`config.mk`:
```
export PLATFORM = sky130hd
export DESIGN_NAME = ordered_set_table_core
export DESIGN_NICKNAME = d
export VERILOG_FILES = /design/src/rtl/ost_pkg.sv /design/src/rtl/ost_ctrl.sv /design/src/rtl/ost_datapath.sv /design/src/rtl/ordered_set_table_core.sv
export SDC_FILE = /design/constraint.sdc
export NUM_CORES = 1
export LEC_CHECK = 0
export BUFFER_PORTS_ARGS = -buffer_cell sky130_fd_sc_hd__buf_4
export CAP_MARGIN = 20
export CORE_MARGIN = 8
export CORE_UTILIZATION = 30
export CTS_CLUSTER_SIZE = 16
export DETAILED_ROUTE_END_ITERATION = 7
export GPL_TIMING_DRIVEN = 0
export PLACE_DENSITY = 0.53
export SYNTH_ARGS = -nofsm -noshare
export SYNTH_HDL_FRONTEND = slang
export SYNTH_HIERARCHICAL = 1
export SYNTH_SLANG_ARGS = --single-unit
```
`constraint.sdc`:
```
create_clock -name clk -period 11.9 [get_ports clk]
set_clock_uncertainty 0.2 [all_clocks]
set_input_delay 0 -clock clk [delete_from_list [all_inputs] [get_ports clk]]
set_output_delay 0 -clock clk [all_outputs]
set_load 0.02 [all_outputs]
```
`src/rtl/ost_pkg.sv`:
```
// ----------------------------------------------------------------------------
// ost_pkg - ordered set table shared definitions
// Operation and status codes, controller states and the control interface
// between controller and datapath.
// ----------------------------------------------------------------------------
package ost_pkg;

  localparam int SET_DEPTH_DEF = 16;

  localparam logic [1:0] FN_ADD    = 2'd0;
  localparam logic [1:0] FN_REMOVE = 2'd1;
  localparam logic [1:0] FN_FIND   = 2'd2;
  localparam logic [1:0] FN_READ   = 2'd3;

  localparam logic [1:0] ST_OK   = 2'd0;
  localparam logic [1:0] ST_DUP  = 2'd1;
  localparam logic [1:0] ST_FULL = 2'd2;
  localparam logic [1:0] ST_MISS = 2'd3;

  typedef enum logic [0:0] {
    S_IDLE,
    S_EXEC
  } ost_state_t;

  typedef struct packed {
    logic capture;
    logic execute;
  } ost_cmd_t;

  typedef struct packed {
    logic out_busy;
  } ost_stat_t;

endpackage

```
`src/rtl/ost_ctrl.sv`:
```
// ----------------------------------------------------------------------------
// ost_ctrl - ordered set table controller
// Two-state sequencer: take an item and register its match vector, then
// execute the operation once the result register is free.
// ----------------------------------------------------------------------------
module ost_ctrl (
  input  logic                clk,
  input  logic                rst,
  input  logic                s_tvalid,
  output logic                s_tready,
  output ost_pkg::ost_cmd_t   cmd,
  input  ost_pkg::ost_stat_t  stat
);

  ost_pkg::ost_state_t state, state_next;

  always_ff @(posedge clk) begin
    if (rst) begin
      state <= ost_pkg::S_IDLE;
    end else begin
      state <= state_next;
    end
  end

  always_comb begin
    state_next  = state;
    s_tready    = 1'b0;
    cmd.capture = 1'b0;
    cmd.execute = 1'b0;
    case (state)
      ost_pkg::S_IDLE: begin
        s_tready = !rst;
        if (s_tvalid && !rst) begin
          cmd.capture = 1'b1;
          state_next  = ost_pkg::S_EXEC;
        end
      end
      ost_pkg::S_EXEC: begin
        if (!stat.out_busy) begin
          cmd.execute = 1'b1;
          state_next  = ost_pkg::S_IDLE;
        end
      end
      default: begin
        state_next = ost_pkg::S_IDLE;
      end
    endcase
  end

endmodule

```
`src/rtl/ost_datapath.sv`:
```
// ----------------------------------------------------------------------------
// ost_datapath - ordered set table datapath
// Row of entry cells with occupancy count, parallel match, compaction shift
// and the result register.
// ----------------------------------------------------------------------------
module ost_datapath #(
  parameter int SET_DEPTH = ost_pkg::SET_DEPTH_DEF
) (
  input  logic                clk,
  input  logic                rst,
  input  logic [15:0]         s_tdata,   // entry_day, entry_month, read_index
  input  logic [1:0]          s_tuser,   // func
  input  ost_pkg::ost_cmd_t   cmd,
  output ost_pkg::ost_stat_t  stat,
  output logic                m_tvalid,
  input  logic                m_tready,
  output logic [23:0]         m_tdata    // status, found, position, out_day,
                                         // out_month, occupancy
);

  localparam int PW = $clog2(SET_DEPTH);
  localparam int CW = $clog2(SET_DEPTH + 1);

  logic [8:0]           cells [SET_DEPTH];
  logic [CW-1:0]        count, count_next;
  logic [1:0]           func;
  logic [8:0]           key;
  logic [3:0]           read_index;
  logic [SET_DEPTH-1:0] match, match_next;

  logic [1:0] status;
  logic       found;
  logic [3:0] position;
  logic [4:0] out_day;
  logic [3:0] out_month;
  logic [4:0] occupancy;

  logic [8:0]    key_in;
  logic          hit;
  logic [PW-1:0] hit_pos;
  logic          do_add, do_rem, ridx_ok;
  logic [8:0]    read_cell;
  logic [1:0]    status_next;
  logic          found_next;
  logic [PW-1:0] pos_next;
  logic [4:0]    day_next;
  logic [3:0]    month_next;

  assign key_in = {s_tdata[8:5], s_tdata[4:0]};

  always_comb begin
    for (int i = 0; i < SET_DEPTH; i++) begin
      match_next[i] = (CW'(i) < count) && (cells[i] == key_in);
    end
  end

  always_comb begin
    hit_pos = '0;
    for (int i = 0; i < SET_DEPTH; i++) begin
      if (match[i]) hit_pos = hit_pos | PW'(i);
    end
  end

  assign hit       = |match;
  assign ridx_ok   = 32'(read_index) < 32'(count);
  assign read_cell = cells[PW'(read_index)];

  always_comb begin
    status_next = ost_pkg::ST_OK;
    found_next  = hit;
    pos_next    = hit ? hit_pos : '0;
    day_next    = '0;
    month_next  = '0;
    count_next  = count;
    do_add      = 1'b0;
    do_rem      = 1'b0;
    case (func)
      ost_pkg::FN_ADD: begin
        if (hit) begin
          status_next = ost_pkg::ST_DUP;
        end else if (count == CW'(SET_DEPTH)) begin
          status_next = ost_pkg::ST_FULL;
        end else begin
          do_add     = cmd.execute;
          pos_next   = count[PW-1:0];
          count_next = count + CW'(1);
        end
      end
      ost_pkg::FN_REMOVE: begin
        if (hit) begin
          do_rem     = cmd.execute;
          count_next = count - CW'(1);
        end else begin
          status_next = ost_pkg::ST_MISS;
        end
      end
      ost_pkg::FN_FIND: begin
        if (!hit) status_next = ost_pkg::ST_MISS;
      end
      ost_pkg::FN_READ: begin
        found_next = 1'b0;
        pos_next   = '0;
        if (ridx_ok) begin
          day_next   = read_cell[4:0];
          month_next = read_cell[8:5];
        end else begin
          status_next = ost_pkg::ST_MISS;
        end
      end
      default: begin
        status_next = ost_pkg::ST_MISS;
      end
    endcase
  end

  // compact on remove, append on add
  always_ff @(posedge clk) begin
    for (int i = 0; i < SET_DEPTH - 1; i++) begin
      if (do_rem && PW'(i) >= hit_pos) cells[i] <= cells[i+1];
    end
    for (int i = 0; i < SET_DEPTH; i++) begin
      if (do_add && count[PW-1:0] == PW'(i)) cells[i] <= key;
    end
  end

  always_ff @(posedge clk) begin
    if (cmd.capture) begin
      func       <= s_tuser;
      key        <= key_in;
      read_index <= s_tdata[12:9];
      match      <= match_next;
    end
    if (cmd.execute) begin
      status    <= status_next;
      found     <= found_next;
      position  <= 4'(pos_next);
      out_day   <= day_next;
      out_month <= month_next;
      occupancy <= 5'(count_next);
    end
  end

  always_ff @(posedge clk) begin
    if (rst) begin
      count    <= '0;
      m_tvalid <= 1'b0;
    end else begin
      if (cmd.execute) count <= count_next;
      if (cmd.execute) begin
        m_tvalid <= 1'b1;
      end else if (m_tready) begin
        m_tvalid <= 1'b0;
      end
    end
  end

  assign stat.out_busy = m_tvalid && !m_tready;
  assign m_tdata = {3'b000, occupancy, out_month, out_day, position, found, status};

endmodule

```
`src/rtl/ordered_set_table_core.sv`:
```
// Ordered set table: each item is accepted, then executed before the next is taken;
// a result is valid the cycle after execute and stays until taken, holding execute meanwhile.
// The accept cycle registers the match of the key against every occupied cell;
// the execute cycle applies add, remove with its compaction shift, find or read.
// Reset clears the count and result valid; cell contents stay undefined, and
// cells at or beyond the count are never read, so no clearing pass is needed.
// ----------------------------------------------------------------------------
// ordered_set_table_core - ordered set table top level
// Insertion-ordered set of day/month entries with add, remove, find, read.
// ----------------------------------------------------------------------------
module ordered_set_table_core #(
  parameter int SET_DEPTH = ost_pkg::SET_DEPTH_DEF
) (
  input  logic        clk,
  input  logic        rst,
  input  logic        s_tvalid,
  output logic        s_tready,
  input  logic [15:0] s_tdata,   // entry_day[4:0], entry_month[8:5], read_index[12:9]
  input  logic [1:0]  s_tuser,   // func[1:0]
  output logic        m_tvalid,
  input  logic        m_tready,
  output logic [23:0] m_tdata    // status[1:0], found[2], position[6:3],
                                 // out_day[11:7], out_month[15:12], occupancy[20:16]
);

  ost_pkg::ost_cmd_t  cmd;
  ost_pkg::ost_stat_t stat;

  ost_ctrl u_ctrl (
    .clk      (clk),
    .rst      (rst),
    .s_tvalid (s_tvalid),
    .s_tready (s_tready),
    .cmd      (cmd),
    .stat     (stat)
  );

  ost_datapath #(
    .SET_DEPTH (SET_DEPTH)
  ) u_datapath (
    .clk      (clk),
    .rst      (rst),
    .s_tdata  (s_tdata),
    .s_tuser  (s_tuser),
    .cmd      (cmd),
    .stat     (stat),
    .m_tvalid (m_tvalid),
    .m_tready (m_tready),
    .m_tdata  (m_tdata)
  );

endmodule

```
==> results.json <==
{
  "yosys_register_bits": 203,
  "syn-instance-count": 876,
  "outcome": "completed",
  "synth_edf_count": 196,
  "finalPower_mw": 1.70,
  "slowest_stage": "nor4_1",
  "grtUsageTotal": 0.166,
  "crit_path_start_kind": "flop",
  "io_pins": 48,
  "crit_cells": 6,
  "power_density_nw_per_um2": 120,
  "grt_antenna_before_repair": 0,
  "placed_area_um2": 13000,
  "drt_iter0_drc": 808,
  "ys_seq_area_frac": 0.504,
  "initial_core_util": 0.302,
  "routabilityCongestion": 0.950,
  "die_area_um2": 46500,
  "holdPathStages": 2,
  "fmax_mhz": 258,
  "cts_root_buffer": "clkbuf_16",
  "final_area_um2": 14200,
  "synth-main-ff-cell": "edfxtp_1",
  "clockBufferDepth": 3,
  "crit_required_ns": 11.94,
  "cp_max_fo": 10,
  "clock-sinks": 203,
  "p_leak_nw": 4.66,
  "path_class": "flop to flop",
  "finalMaxSlewViolations": 0,
  "finalHoldViolations": 0,
  "grt_pass1_vias": 8165,
  "synthToLayoutAreaGrowth_pct": 18.8,
  "netlist.area_leader.share": 0.493,
  "route.vias.total": 8147,
  "cp_data_arrival_time_ns": 3.92,
  "drv_cap": 0,
  "insertion_delay_ns": 0.54,
  "wl_per_cell_um": 25.9,
  "critical_path_buf_inv_count": 1,
  "ys_types": 57,
  "crit_chain": "nor4_1 > nand4_1 > nor4_1 > nand2_1 > o21ai_1 > buf_6",
  "slowest_delay_ns": 0.92,
  "peakVddDrop_uv": 92.3,
  "cts_max_level": 1,
  "syn_area_um2": 11900,
  "fin_tns_setup_ns": 0,
  "cp_top_family": "simple AND/OR/NAND/NOR gates",
  "core.rowCount": 73,
  "end_kind": "flop",
  "hp-class": "input pin to flop",
  "ff2ff_setup_slack_ns": 8.02,
  "p_clk_frac": 0.444,
  "ys_warn_count": 6,
  "worstMarginPinSlew_ns": 1.17,
  "min_period_over_period": 0.326,
  "r2r_cells": 6,
  "slew_headroom": 0.211,
  "grt_pass1_wl_mm": 57.8,
  "cts_tree": "yes",
  "clk_pin_slew_ns": 0.06,
  "setup_viol": 0,
  "p_seq_frac": 0.468,
  "layout.nets": 1025,
  "synth_most_common_cell": "edfxtp_1",
  "core_area_um2": 39500,
  "antennaDiodeCount": 0,
  "drt_pass1_iterations": 8,
  "portBuffers": 41,
  "cpMostUsedCell": "nor4_1",
  "grt_start_max_net_pins": 26,
  "ant_nets": 0,
  "cts_setup_buffers": 0,
  "die_h_um": 216,
  "yosys-top-cells-area": "edfxtp_1, mux2_2, mux4_2",
  "drc": 0,
  "grt-ovfl-total": 0,
  "p_int_mw": 1.28,
  "die_width_um": 216,
  "swShare": 0.245,
  "async_reset_ff_frac": 0,
  "fin_crit_ns": 3.88,
  "numCtsBuffers": 25,
  "routed_wl_mm": 39.8,
  "rsz0062_at_grt": "no",
  "postSynthAreaPerCell_um2": 13.6,
  "final_layout_size_suffix_gt1_frac": 0.305,
  "combPwrFrac": 0.088,
  "hpwl_mm": 30.2,
  "via_per_inst": 5.31,
  "p_sw_mw": 0.417,
  "netlist_top_cells_count": "edfxtp_1, mux2_2, xor2_1, xnor2_1, nand2_1",
  "synth_top_area_cell": "edfxtp_1"
}
==> layout make-up <==
type,count,area (µm²)
sequential,203,6030
inverter,11,41.3
buffer,63,283
clock buffer,30,644
timing repair buffer,87,767
tap,525,657
fill,3812,25400
clock inverter,15,154
multi-input combinational,601,5620
==> repair_timing <==
| action | CTS | global route |
|---|---|---|
| endpoints found under the hold margin | 31 | 0 |
| hold buffers | 35 | 0 |
| resized for setup | 0 | 0 |
==> power by group through the flow <==
stage | Combinational (mW) | Clock, mW | Sequential (mW)
floorplan | 0.0825 | 0 | 0.811
global placement | 0.137 | 0 | 0.810
detailed placement | 0.139 | 0 | 0.809
CTS | 0.149 | 0.769 | 0.794
global route | 0.158 | 0.795 | 0.795
finish | 0.150 | 0.754 | 0.794
==> worst register-to-register path, stage by stage (launching register included) <==
cell and delay, ns:
edfxtp_1 0.43, nor4_1 0.64, nand4_1 0.56, nor4_1 0.92, nand2_1 0.12, o21ai_1 0.49, buf_6 0.24
==> placed cells by master (no fill, tap or decap), types with 10 or more instances in the layout <==
cell type / netlist / routed
clkbuf_16: 0 / 25
nor2_1: 26 / 26
nand2_1: 47 / 47
nor3_1: 17 / 17
nor2b_1: 15 / 14
nand4_1: 22 / 22
xnor2_1: 65 / 65
mux2_2: 122 / 122
ha_1: 11 / 11
xor2_1: 79 / 79
clkbuf_1: 36 / 41
mux4_2: 45 / 45
buf_4: 4 / 49
a21oi_1: 11 / 11
dlygate4sd3_1: 0 / 35
inv_1: 10 / 10
nand3_1: 15 / 15
edfxtp_1: 196 / 196
nor4_1: 31 / 30
buf_2: 13 / 15
==> per-layer routing <==
metal | track usage | vias to the layer above | part of all wire
li1 | - | 3562 | -
met1 | 0.223 | 4208 | 0.44
met2 | 0.275 | 313 | 0.47
met3 | 0.0197 | 64 | 0.057
met4 | 0.0533 | 0 | 0.032
met5 | 0 | - | 0
==> cell families after synthesis <==
kind of cell / Yosys count / synth area share
mux: 184 / 0.218
xor+xnor: 144 / 0.106
simple gates: 204 / 0.0982
fa+ha+maj: 11 / 0.0115
compound gates: 55 / 0.0348
other cells: 1 / 0.000314
flops: 203 / 0.504
buf+inv: 74 / 0.0271
==> state kept, by name, summed over array words and instances, names as in the netlist <==
| register | count |
|---|---|
| u_datapath/m_tvalid | 1 |
| u_datapath/status | 2 |
| u_datapath/position | 4 |
| u_datapath/out_day | 5 |
| u_datapath/cells | 144 |
| u_datapath/out_month | 4 |
| u_datapath/occupancy | 5 |
| u_datapath/found | 1 |
| u_datapath/match | 16 |
| u_datapath/count | 5 |
| u_datapath/read_index | 4 |
| u_datapath/key | 9 |
| u_datapath/func | 2 |
| u_ctrl/state | 1 |
==> final timing paths <==
kind / endpoint / from
max: u_datapath/cells[6][6] / u_datapath/match[5]
max reg2reg: u_datapath/cells[6][6] / u_datapath/match[5]
min: u_datapath/key[1] / s_tdata[1]
min reg2reg: u_datapath/cells[15][1] / u_datapath/key[1]
==> per-stage QoR <==
stage	hold slack (ns)	cells	utilization	worst slack [ns]
floorplan	-0.131	878	-	8.02
global placement	-0.0199	1444	0.327	6.24
detailed placement	-0.0204	1454	0.330	8.20
CTS	0.00614	1534	0.359	8.17
global route	0.0457	1535	0.359	7.89
finish	0.0424	1535	0.359	8.02
(Power assumes the default switching activity.)
